===== src/rtl/kmsp_pkg.sv =====
// Shared types, constants and character tables for the keyboard serial port.
// No dependencies; used by the top level, the decoder and the ring.
`default_nettype none

package kmsp_pkg;

   typedef enum logic [1:0] {
      REQ_SCAN   = 2'd0,
      REQ_DATA   = 2'd1,
      REQ_STATUS = 2'd2,
      REQ_TICK   = 2'd3
   } req_kind_type;

   typedef logic [9:0][7:0] rows_type;

   typedef struct packed {
      logic       push;
      logic       pop;
      logic [7:0] push_data;
   } ring_ctl_type;

   typedef struct packed {
      logic       avail;
      logic [7:0] head;
   } ring_stat_type;

   localparam int          NUM_ROWS      = 10;
   localparam int          TAB_SIZE      = 80;
   localparam logic [7:0]  SHIFT_MASK    = 8'h21;
   localparam logic [7:0]  ROW8_KEY_MASK = 8'hde;
   localparam int          SHIFT_ROW     = 8;
   localparam int          CTRL_ROW      = 9;
   localparam int          CTRL_BIT      = 7;
   localparam int          CAPS_ROW      = 6;
   localparam int          CAPS_BIT      = 5;
   localparam logic [7:0]  CTRL_MASK     = 8'h1f;
   localparam logic [7:0]  UPPER_LO      = 8'h41;
   localparam logic [7:0]  UPPER_HI      = 8'h5f;
   localparam logic [7:0]  LOWER_LO      = 8'h61;
   localparam logic [7:0]  LOWER_HI      = 8'h7a;
   localparam logic [7:0]  STATUS_BASE   = 8'h06;
   localparam logic [15:0] TICK_MAX      = 16'hffff;

   localparam logic [7:0] TAB_PLAIN [TAB_SIZE] = '{
      8'h31, 8'h33, 8'h35, 8'h37, 8'h39, 8'h2d, 8'h00, 8'h00,
      8'h32, 8'h34, 8'h36, 8'h38, 8'h30, 8'h00, 8'h00, 8'h00,
      8'h71, 8'h65, 8'h74, 8'h75, 8'h6f, 8'h3d, 8'h00, 8'h00,
      8'h77, 8'h72, 8'h79, 8'h69, 8'h70, 8'h00, 8'h00, 8'h00,
      8'h61, 8'h64, 8'h67, 8'h6a, 8'h6c, 8'h00, 8'h00, 8'h00,
      8'h73, 8'h66, 8'h68, 8'h6b, 8'h3b, 8'h00, 8'h00, 8'h00,
      8'h7a, 8'h63, 8'h62, 8'h6d, 8'h2e, 8'h00, 8'h00, 8'h00,
      8'h78, 8'h76, 8'h6e, 8'h2c, 8'h2f, 8'h00, 8'h00, 8'h00,
      8'h00, 8'h08, 8'h00, 8'h0c, 8'h0d, 8'h00, 8'h00, 8'h00,
      8'h1e, 8'h20, 8'h0a, 8'h00, 8'h00, 8'h00, 8'h00, 8'h00
   };

   localparam logic [7:0] TAB_SHIFT [TAB_SIZE] = '{
      8'h21, 8'h23, 8'h25, 8'h27, 8'h29, 8'h2b, 8'h00, 8'h00,
      8'h22, 8'h24, 8'h26, 8'h28, 8'h00, 8'h00, 8'h00, 8'h00,
      8'h3c, 8'h00, 8'h5d, 8'h40, 8'h3a, 8'h2a, 8'h00, 8'h00,
      8'h3e, 8'h5b, 8'h5c, 8'h3f, 8'h5e, 8'h00, 8'h00, 8'h00,
      8'h00, 8'h00, 8'h00, 8'h00, 8'h00, 8'h00, 8'h00, 8'h00,
      8'h00, 8'h00, 8'h00, 8'h00, 8'h00, 8'h00, 8'h00, 8'h00,
      8'h00, 8'h00, 8'h00, 8'h00, 8'h00, 8'h00, 8'h00, 8'h00,
      8'h00, 8'h00, 8'h00, 8'h60, 8'h00, 8'h00, 8'h00, 8'h00,
      8'h00, 8'h00, 8'h00, 8'h01, 8'h0a, 8'h00, 8'h00, 8'h00,
      8'h1a, 8'h20, 8'h0b, 8'h00, 8'h00, 8'h00, 8'h00, 8'h00
   };

   localparam logic [7:0] TAB_CAPS [TAB_SIZE] = '{
      8'h31, 8'h33, 8'h35, 8'h37, 8'h39, 8'h2d, 8'h00, 8'h00,
      8'h32, 8'h34, 8'h36, 8'h38, 8'h30, 8'h00, 8'h00, 8'h00,
      8'h51, 8'h45, 8'h54, 8'h55, 8'h4f, 8'h3d, 8'h00, 8'h00,
      8'h57, 8'h52, 8'h59, 8'h49, 8'h50, 8'h00, 8'h00, 8'h00,
      8'h41, 8'h44, 8'h47, 8'h4a, 8'h4c, 8'h00, 8'h00, 8'h00,
      8'h53, 8'h46, 8'h48, 8'h4b, 8'h3b, 8'h00, 8'h00, 8'h00,
      8'h5a, 8'h43, 8'h42, 8'h4d, 8'h2e, 8'h00, 8'h00, 8'h00,
      8'h58, 8'h56, 8'h4e, 8'h2c, 8'h2f, 8'h00, 8'h00, 8'h00,
      8'h00, 8'h08, 8'h00, 8'h0c, 8'h0d, 8'h00, 8'h00, 8'h00,
      8'h1e, 8'h20, 8'h0a, 8'h00, 8'h00, 8'h00, 8'h00, 8'h00
   };

endpackage

`default_nettype wire


===== src/rtl/key_matrix_serial_port.sv =====
// Keyboard serial port: input register, one pass of decode and state update,
// output register; a transfer is decoded once the output register is free.
// One item per cycle unless rsp_ready stalls, set by the single update stage.
// Synchronous active-high reset clears handshake state, ring pointers, caps
// lock, last key, tick count and square bit; ring contents are not cleared.
`default_nettype none

module key_matrix_serial_port #(
   parameter int RING_DEPTH = 8
) (
   input  wire logic       clock,
   input  wire logic       reset,
   input  wire logic       req_valid,
   output logic            req_ready,
   input  wire logic [1:0] req_type,
   input  wire logic [7:0] req_row_zero,
   input  wire logic [7:0] req_row_one,
   input  wire logic [7:0] req_row_two,
   input  wire logic [7:0] req_row_three,
   input  wire logic [7:0] req_row_four,
   input  wire logic [7:0] req_row_five,
   input  wire logic [7:0] req_row_six,
   input  wire logic [7:0] req_row_seven,
   input  wire logic [7:0] req_row_eight,
   input  wire logic [7:0] req_row_nine,
   output logic            rsp_valid,
   input  wire logic       rsp_ready,
   output logic [7:0]      rsp_read_data,
   output logic            rsp_irq_request,
   output logic            rsp_caps_led
);

   logic                    in_valid_ff;
   kmsp_pkg::req_kind_type  req_kind_ff;
   kmsp_pkg::rows_type      rows_ff;
   logic                    fire;

   logic                    rsp_valid_ff;
   logic [7:0]              rsp_data_ff;
   logic [7:0]              rsp_data_in;
   logic                    rsp_irq_ff;
   logic                    rsp_irq_in;

   logic [7:0]              last_char_ff;
   logic [7:0]              last_char_in;
   logic                    last_caps_ff;
   logic                    last_caps_in;
   logic                    caps_lock_ff;
   logic                    caps_lock_in;
   logic [15:0]             tick_count_ff;
   logic [15:0]             tick_count_in;
   logic                    square_ff;
   logic                    square_in;

   logic [7:0]              key_char;
   logic                    caps_key;
   kmsp_pkg::ring_ctl_type  ring_ctl;
   kmsp_pkg::ring_stat_type ring_stat;

   assign fire      = in_valid_ff && (!rsp_valid_ff || rsp_ready);
   assign req_ready = !in_valid_ff || fire;

   always_ff @(posedge clock) begin
      if (reset) begin
         in_valid_ff <= 1'b0;
      end else if (req_ready) begin
         in_valid_ff <= req_valid;
      end
   end

   always_ff @(posedge clock) begin
      if (req_valid && req_ready) begin
         req_kind_ff <= kmsp_pkg::req_kind_type'(req_type);
         rows_ff     <= {req_row_nine, req_row_eight, req_row_seven, req_row_six,
                         req_row_five, req_row_four, req_row_three, req_row_two,
                         req_row_one, req_row_zero};
      end
   end

   kmsp_decode u_decode (
      .rows      (rows_ff),
      .caps_lock (caps_lock_ff),
      .key_char  (key_char)
   );

   kmsp_ring #(
      .RING_DEPTH (RING_DEPTH)
   ) u_ring (
      .clock     (clock),
      .reset     (reset),
      .ring_ctl  (ring_ctl),
      .ring_stat (ring_stat)
   );

   assign caps_key = rows_ff[kmsp_pkg::CAPS_ROW][kmsp_pkg::CAPS_BIT];

   always_comb begin
      last_char_in       = last_char_ff;
      last_caps_in       = last_caps_ff;
      caps_lock_in       = caps_lock_ff;
      tick_count_in      = tick_count_ff;
      square_in          = square_ff;
      rsp_data_in        = 8'h00;
      rsp_irq_in         = 1'b0;
      ring_ctl.push      = 1'b0;
      ring_ctl.pop       = 1'b0;
      ring_ctl.push_data = key_char;
      if (fire) begin
         unique case (req_kind_ff)
            kmsp_pkg::REQ_SCAN: begin
               ring_ctl.push = (key_char != last_char_ff) && (key_char != 8'h00);
               last_char_in  = key_char;
               if (caps_key && !last_caps_ff) begin
                  caps_lock_in = !caps_lock_ff;
               end
               last_caps_in = caps_key;
               rsp_irq_in   = ring_ctl.push || (tick_count_ff != 16'h0000);
            end
            kmsp_pkg::REQ_DATA: begin
               if (ring_stat.avail) begin
                  ring_ctl.pop = 1'b1;
                  rsp_data_in  = ring_stat.head;
               end
            end
            kmsp_pkg::REQ_STATUS: begin
               if (tick_count_ff != 16'h0000) begin
                  tick_count_in = tick_count_ff - 16'd1;
                  square_in     = !square_ff;
               end
               rsp_data_in = kmsp_pkg::STATUS_BASE | {7'b0, ring_stat.avail} |
                             {4'b0, square_in, 3'b0};
            end
            kmsp_pkg::REQ_TICK: begin
               if (tick_count_ff != kmsp_pkg::TICK_MAX) begin
                  tick_count_in = tick_count_ff + 16'd1;
               end
            end
            default: begin
               rsp_data_in = 8'h00;
            end
         endcase
      end
   end

   always_ff @(posedge clock) begin
      if (reset) begin
         last_char_ff  <= '0;
         last_caps_ff  <= 1'b0;
         caps_lock_ff  <= 1'b0;
         tick_count_ff <= '0;
         square_ff     <= 1'b0;
         rsp_valid_ff  <= 1'b0;
      end else begin
         last_char_ff  <= last_char_in;
         last_caps_ff  <= last_caps_in;
         caps_lock_ff  <= caps_lock_in;
         tick_count_ff <= tick_count_in;
         square_ff     <= square_in;
         if (fire) begin
            rsp_valid_ff <= 1'b1;
         end else if (rsp_ready) begin
            rsp_valid_ff <= 1'b0;
         end
      end
   end

   always_ff @(posedge clock) begin
      if (fire) begin
         rsp_data_ff <= rsp_data_in;
         rsp_irq_ff  <= rsp_irq_in;
      end
   end

   assign rsp_valid       = rsp_valid_ff;
   assign rsp_read_data   = rsp_data_ff;
   assign rsp_irq_request = rsp_irq_ff;
   assign rsp_caps_led    = caps_lock_ff;

endmodule

`default_nettype wire


===== src/rtl/kmsp_decode.sv =====
// Key matrix decoder: priority pick of the pressed key, table lookup, ctrl fold.
// Depends on kmsp_pkg.
`default_nettype none

module kmsp_decode (
   input  wire kmsp_pkg::rows_type rows,
   input  wire logic               caps_lock,
   output logic [7:0]              key_char
);

   logic [7:0] row_val;
   logic [7:0] cur_row;
   logic [3:0] row_sel;
   logic [2:0] bit_sel;
   logic       found;
   logic       shift_on;
   logic [6:0] tab_idx;
   logic [7:0] raw_char;
   logic       ctrl_on;
   logic       foldable;

   always_comb begin
      row_val = '0;
      cur_row = '0;
      row_sel = '0;
      found   = 1'b0;
      for (int r = kmsp_pkg::NUM_ROWS - 1; r >= 0; r--) begin
         cur_row = (r == kmsp_pkg::SHIFT_ROW) ? (rows[r] & kmsp_pkg::ROW8_KEY_MASK) : rows[r];
         if (cur_row != 8'h00) begin
            found   = 1'b1;
            row_sel = 4'(r);
            row_val = cur_row;
         end
      end
   end

   always_comb begin
      bit_sel = '0;
      for (int b = 7; b >= 0; b--) begin
         if (row_val[b]) begin
            bit_sel = 3'(b);
         end
      end
   end

   assign tab_idx  = {row_sel, bit_sel};
   assign shift_on = |(rows[kmsp_pkg::SHIFT_ROW] & kmsp_pkg::SHIFT_MASK);

   always_comb begin
      if (!found) begin
         raw_char = 8'h00;
      end else if (shift_on) begin
         raw_char = kmsp_pkg::TAB_SHIFT[tab_idx];
      end else if (caps_lock) begin
         raw_char = kmsp_pkg::TAB_CAPS[tab_idx];
      end else begin
         raw_char = kmsp_pkg::TAB_PLAIN[tab_idx];
      end
   end

   assign ctrl_on  = rows[kmsp_pkg::CTRL_ROW][kmsp_pkg::CTRL_BIT];
   assign foldable = ((raw_char >= kmsp_pkg::UPPER_LO) && (raw_char <= kmsp_pkg::UPPER_HI)) ||
                     ((raw_char >= kmsp_pkg::LOWER_LO) && (raw_char <= kmsp_pkg::LOWER_HI));
   assign key_char = (ctrl_on && foldable) ? (raw_char & kmsp_pkg::CTRL_MASK) : raw_char;

endmodule

`default_nettype wire


===== src/rtl/kmsp_ring.sv =====
// Character ring: memory with write and read pointers, registered head read.
// Depends on kmsp_pkg for the control and status structs.
`default_nettype none

module kmsp_ring #(
   parameter int RING_DEPTH = 8
) (
   input  wire logic                    clock,
   input  wire logic                    reset,
   input  wire kmsp_pkg::ring_ctl_type  ring_ctl,
   output kmsp_pkg::ring_stat_type      ring_stat
);

   localparam int PTR_W = (RING_DEPTH > 1) ? $clog2(RING_DEPTH) : 1;
   localparam logic [PTR_W-1:0] PTR_LAST = PTR_W'(RING_DEPTH - 1);

   logic [7:0]       mem [RING_DEPTH];
   logic [PTR_W-1:0] wr_ptr_ff;
   logic [PTR_W-1:0] wr_ptr_in;
   logic [PTR_W-1:0] rd_ptr_ff;
   logic [PTR_W-1:0] rd_ptr_in;
   logic [7:0]       head_ff;

   always_comb begin
      wr_ptr_in = wr_ptr_ff;
      rd_ptr_in = rd_ptr_ff;
      if (ring_ctl.push) begin
         wr_ptr_in = (wr_ptr_ff == PTR_LAST) ? '0 : wr_ptr_ff + 1'b1;
      end
      if (ring_ctl.pop) begin
         rd_ptr_in = (rd_ptr_ff == PTR_LAST) ? '0 : rd_ptr_ff + 1'b1;
      end
   end

   always_ff @(posedge clock) begin
      if (reset) begin
         wr_ptr_ff <= '0;
         rd_ptr_ff <= '0;
      end else begin
         wr_ptr_ff <= wr_ptr_in;
         rd_ptr_ff <= rd_ptr_in;
      end
   end

   // Keep the head register tracking mem[rd_ptr], forwarding a same-address write.
   always_ff @(posedge clock) begin
      if (ring_ctl.push) begin
         mem[wr_ptr_ff] <= ring_ctl.push_data;
      end
      if (ring_ctl.push && (wr_ptr_ff == rd_ptr_in)) begin
         head_ff <= ring_ctl.push_data;
      end else begin
         head_ff <= mem[rd_ptr_in];
      end
   end

   assign ring_stat.avail = (rd_ptr_ff != wr_ptr_ff);
   assign ring_stat.head  = head_ff;

endmodule

`default_nettype wire


===== config.mk =====
export PLATFORM = sky130hd
export DESIGN_NAME = key_matrix_serial_port
export DESIGN_NICKNAME = d
export VERILOG_FILES = /design/src/rtl/kmsp_pkg.sv /design/src/rtl/key_matrix_serial_port.sv /design/src/rtl/kmsp_decode.sv /design/src/rtl/kmsp_ring.sv
export SDC_FILE = /design/constraint.sdc
export NUM_CORES = 1
export LEC_CHECK = 0
export CAP_MARGIN = 5
export CORE_ASPECT_RATIO = 0.9
export CORE_MARGIN = 8
export CORE_UTILIZATION = 64
export DETAILED_ROUTE_END_ITERATION = 10
export DONT_BUFFER_PORTS = 1
export PLACE_DENSITY = 0.8
export RECOVER_POWER = 25
export SYNTH_ARGS = -nofsm -noshare
export SYNTH_HDL_FRONTEND = slang
export SYNTH_SLANG_ARGS = --single-unit
export TNS_END_PERCENT = 5

===== constraint.sdc =====
create_clock -name clock -period 8.55 [get_ports clock]
set_input_delay 1.71 -clock clock [delete_from_list [all_inputs] [get_ports clock]]
set_output_delay 1.71 -clock clock [all_outputs]
set_load 0.01 [all_outputs]

==> results.txt <==
- Between clock sinks in the finished design, the worst skew comes to 0.0108 ns.
- Commonest non-fill, non-tap cell in the layout: sky130_fd_sc_hd__edfxtp_1
- For this run, the number of standard cells in the final layout without fillers is 1104.
- Routed via count divided by cell count: approximately 7.4
- In this run the power density over the cells is between 150 and 200 mW/mm^2.
- No sink is reached through more buffers than the 2 on the longest clock path.
* RSZ-0062 raised after global routing: no
- Detailed Route Iter0 Violations: around 1100
* Category of the worst setup path capture point: flop
- PortBufs: 0
- Wire length of the first global-routing pass: 43400 um
* Initial antenna violation count: 1
- After routing the design area is 0.0109 mm^2.
* Number of failing setup endpoints in the final timing report: 0
* Cell area after synthesis: 0.0101 mm^2
- Worst path top cell family by delay: simple AND/OR/NAND/NOR gates
* Proportion of power drawn by the clock network: 0.388
- Antenna cell count: 0
* Cell with the largest stage delay on the worst path: sky130_fd_sc_hd__nor4_2
- Most used flip-flop cell after synthesis: sky130_fd_sc_hd__edfxtp_1
* TritonCTS buffer count: 17
- Compared with the post-synthesis result, the final layout area differs by 7.44%.
- Cells along the critical path: nor4_2, nand4_2, nor2_2, nand3_1, nand3_1, nor2_1, o21ai_0, ha_1, nand3_1, a2111oi_4, a211oi_1, o211ai_1, o21ai_1, nor2_1, a21o_1, a211o_1, o311a_1, o21ai_2, nor3b_1
* Post-route antenna net violation count: 0
- CTS Hold Buffers Added: 0
- The tightest min-delay check is of the reg -> reg type.
- Worst-case setup slack after placement: approximately 1.3 ns
* Count of nets after finishing: 1006
- The analysis attributes to net switching a power of approximately 0.55 mW.
- Fin. Hold Viols: 0
* Highest fanout seen on the critical path: 14
- DP Cell Count: between 1000 and 1500
- The cell that appears most often on the critical path is sky130_fd_sc_hd__nand3_1.
- CTS H-tree lvls: 4
* Gate Count Post-Synth: roughly 890
- Number of sinks on the clock net: about 180
* Largest net degree at the start of global routing: 83
- Of the total power, the share spent switching nets is 0.273.
- Static timing analysis puts the maximum clock frequency at 134 MHz.
* CP arrival: ~7.5 ns
- In the global route stage, overall resource usage came out at 0.280.
- The top cell types in the final layout, fill and taps aside, are sky130_fd_sc_hd__edfxtp_1 (146), sky130_fd_sc_hd__nor2_1 (85), sky130_fd_sc_hd__a21oi_1 (79), sky130_fd_sc_hd__nand2_1 (56), sky130_fd_sc_hd__dfxtp_1 (37).
* Clock transition at the register clock pins on the worst setup and hold paths after CTS: 0.08 ns
* Sum of negative setup slack: 0 ns
- Post-route worst setup slack: 1.09 ns
- Utilization after layout: 0.703
* Clock tree from TritonCTS: yes
* Library cell used as clock root buffer: sky130_fd_sc_hd__clkbuf_16
- Sequential cell area fraction in the yosys report: 0.507
- The detailed router placed a little over 8000 vias in this run.
- Net count of the mapped netlist: approximately 1000
- Measured slew at the worst slew-check pin: 1.16 ns
- The die covers 0.0201 mm^2.
* Count of pins over their slew limit: 0
- STA puts the critical path data required time at 8.61 ns.
* Syn. warnings: 0
- Fin crit share: 0.873
- Height of the chip: approximately 140 um
- Headroom to the max-slew limit: 0.227
- Once the clock tree was built, the resizer swapped 0 gates to a different size.
- The worst setup path is launched from a flop.
- Counting flops with a built-in enable in the synthesized netlist gives 146.
* Sum of buffers and inverters on the critical path: 0
- Internal power component: 1.46 mW
- Row count: 43
- In this run, distinct cell masters in the synthesized netlist total 100.
- Post-detailed-placement cell area: 0.0103 mm^2
- Outcome: finished clean
* Biggest cell delay along the critical path: 0.84 ns
- The pre-antenna-repair detailed-routing pass consisted of 7 iterations.
- In the routed design, unresolved DRC markers number 0.
- Max Cap Violations: 0
* Final-layout fill cell count: 1058
* Combinational cell fraction of total power: 0.096
- Reg power frac: 0.517
- Detailed Place HPWL: 19900 um
- Final weighted congestion in routability-driven placement: roughly 1.0
- Summed over all layers, the global routing overflow is 0.
- For this configuration, the core starts out at a cell density of 0.654.
- Horizontal extent of the die: 148 um
* Syn avg cell area: 11.3 um^2
- Minimum clock period: 7.46 ns
- Fraction of synthesis flops using an asynchronous set or reset pin: 0
- Worst-Skew Late Latency: 0.44 ns
- The total area inside the core boundary comes to about 0.015 mm^2.
- Category of the critical setup timing path: reg -> reg
- Total setup buffers inserted after CTS: 0
* Fraction of final layout cells sized beyond drive strength 1: 0.127
* Post-detailed-route wirelength per cell: 25.4 um
- Overall routed net length: 28100 um
- Worst vdd ir: 0.203 mV
- The number of global-route vias before repair is 7650.
- Register bit total from synthesis: approximately 180
- Summed over all cells, the static leakage comes to 3.54 nW.
* I/O pin count: 98
kinds of logic after synthesis:
| logic type | share of synthesized area |
|---|---|
| fa+ha+maj | 0.0391 |
| compound gates | 0.185 |
| flops | 0.507 |
| simple gates | 0.173 |
| buf+inv | 0.0251 |
| mux | 0.0481 |
| xor+xnor | 0.0217 |
| other cells | 0.000371 |
state kept, by name (all words and copies together) (netlist names), named ones only:
register / count
caps_key: 1
rsp_read_data: 7
u_ring.rd_ptr_ff: 3
last_caps_ff: 1
u_ring.wr_ptr_ff: 3
rsp_irq_request: 1
rsp_caps_led: 1
u_ring.mem: 56
rsp_valid: 1
in_valid_ff: 1
last_char_ff: 7
rows_ff: 79
tick_count_ff: 16
square_ff: 1
req_kind_ff: 2
cell type report:
class | instances | area, um^2 | share of cell area
sequential | 183 | 5120 | 0.472
multi-input combinational | 650 | 4730 | 0.435
clock buffer | 17 | 425 | 0.0392
tap | 202 | 253 | 0.0233
clock inverter | 15 | 156 | 0.0144
inverter | 28 | 105 | 0.00968
timing repair buffer | 9 | 63.8 | 0.00588
through the flow:
step	hold WS, ns	power (mW)
2_1_floorplan	0.436	1.19
3_3_place_gp	0.438	1.23
3_5_place_dp	0.448	1.24
4_1_cts	0.457	2.01
5_1_grt	0.482	2.06
6_report	0.453	2.00
power by group through the flow:
stage / clock network, mW / registers [mW] / logic, mW
2_1_floorplan: 0 / 1.04 / 0.146
3_3_place_gp: 0 / 1.05 / 0.177
3_5_place_dp: 0 / 1.05 / 0.183
4_1_cts: 0.784 / 1.03 / 0.187
5_1_grt: 0.813 / 1.04 / 0.208
6_report: 0.777 / 1.04 / 0.191
synthesized netlist by cell type (all sizes together) (3+ instances only):
cell type,number,share of area
inv,28,0.010
nand3,33,0.017
and3,6,0.0037
o21a,7,0.0052
o311a,3,0.0031
buf,14,0.0077
a211o,7,0.0061
nor4,30,0.035
o221ai,4,0.0047
nand4,14,0.0093
dfxtp,37,0.073
o21ai,40,0.020
nand2,56,0.021
a21oi,80,0.040
edfxtp,146,0.43
xor2,6,0.0052
a41oi,3,0.0026
ha,30,0.037
or4,11,0.0093
clkbuf,19,0.0071
mux2,5,0.0059
a21o,4,0.0030
nor3b,6,0.0045
nor3,20,0.011
a311oi,4,0.0035
a22oi,3,0.0022
o2bb2ai,3,0.0026
or3,7,0.0043
a31oi,26,0.019
nor2b,8,0.0050
o2111ai,4,0.0041
and2,9,0.0057
mux2i,11,0.011
nand2b,3,0.0019
xnor2,19,0.016
mux4,14,0.031
nor4b,3,0.0026
a2111oi,8,0.013
o21bai,9,0.0067
nor2,87,0.033
o211ai,7,0.0057
a211oi,15,0.012
o31ai,7,0.0057
metal layers:
layer	GRT usage	vias up	share of wire	wire length, um
li1	-	3499	-	-
met1	0.378	3936	0.40	11400
met2	0.424	589	0.45	12700
met3	0.0762	98	0.11	3050
met4	0.106	2	0.033	936
met5	0	-	0.00046	13
worst min-delay path, stage by stage (launching register included):
cell                      delay, ns
sky130_fd_sc_hd__dfxtp_1       0.31
sky130_fd_sc_hd__nand2_1       0.05
sky130_fd_sc_hd__a21oi_1       0.05
final timing paths:
| kind | cells past startpoint | from | to | slack (ns) |
|---|---|---|---|---|
| worst max-delay path | 19 | rows_ff[17] | u_ring.mem[5][5] | 1.09 |
| worst min-delay path | 2 | last_caps_ff | last_caps_ff | 0.45 |
| worst max register to register | 19 | rows_ff[17] | u_ring.mem[5][5] | 1.09 |
| worst min register to register | 2 | last_caps_ff | last_caps_ff | 0.45 |
Power figures use the tool's default switching activity.
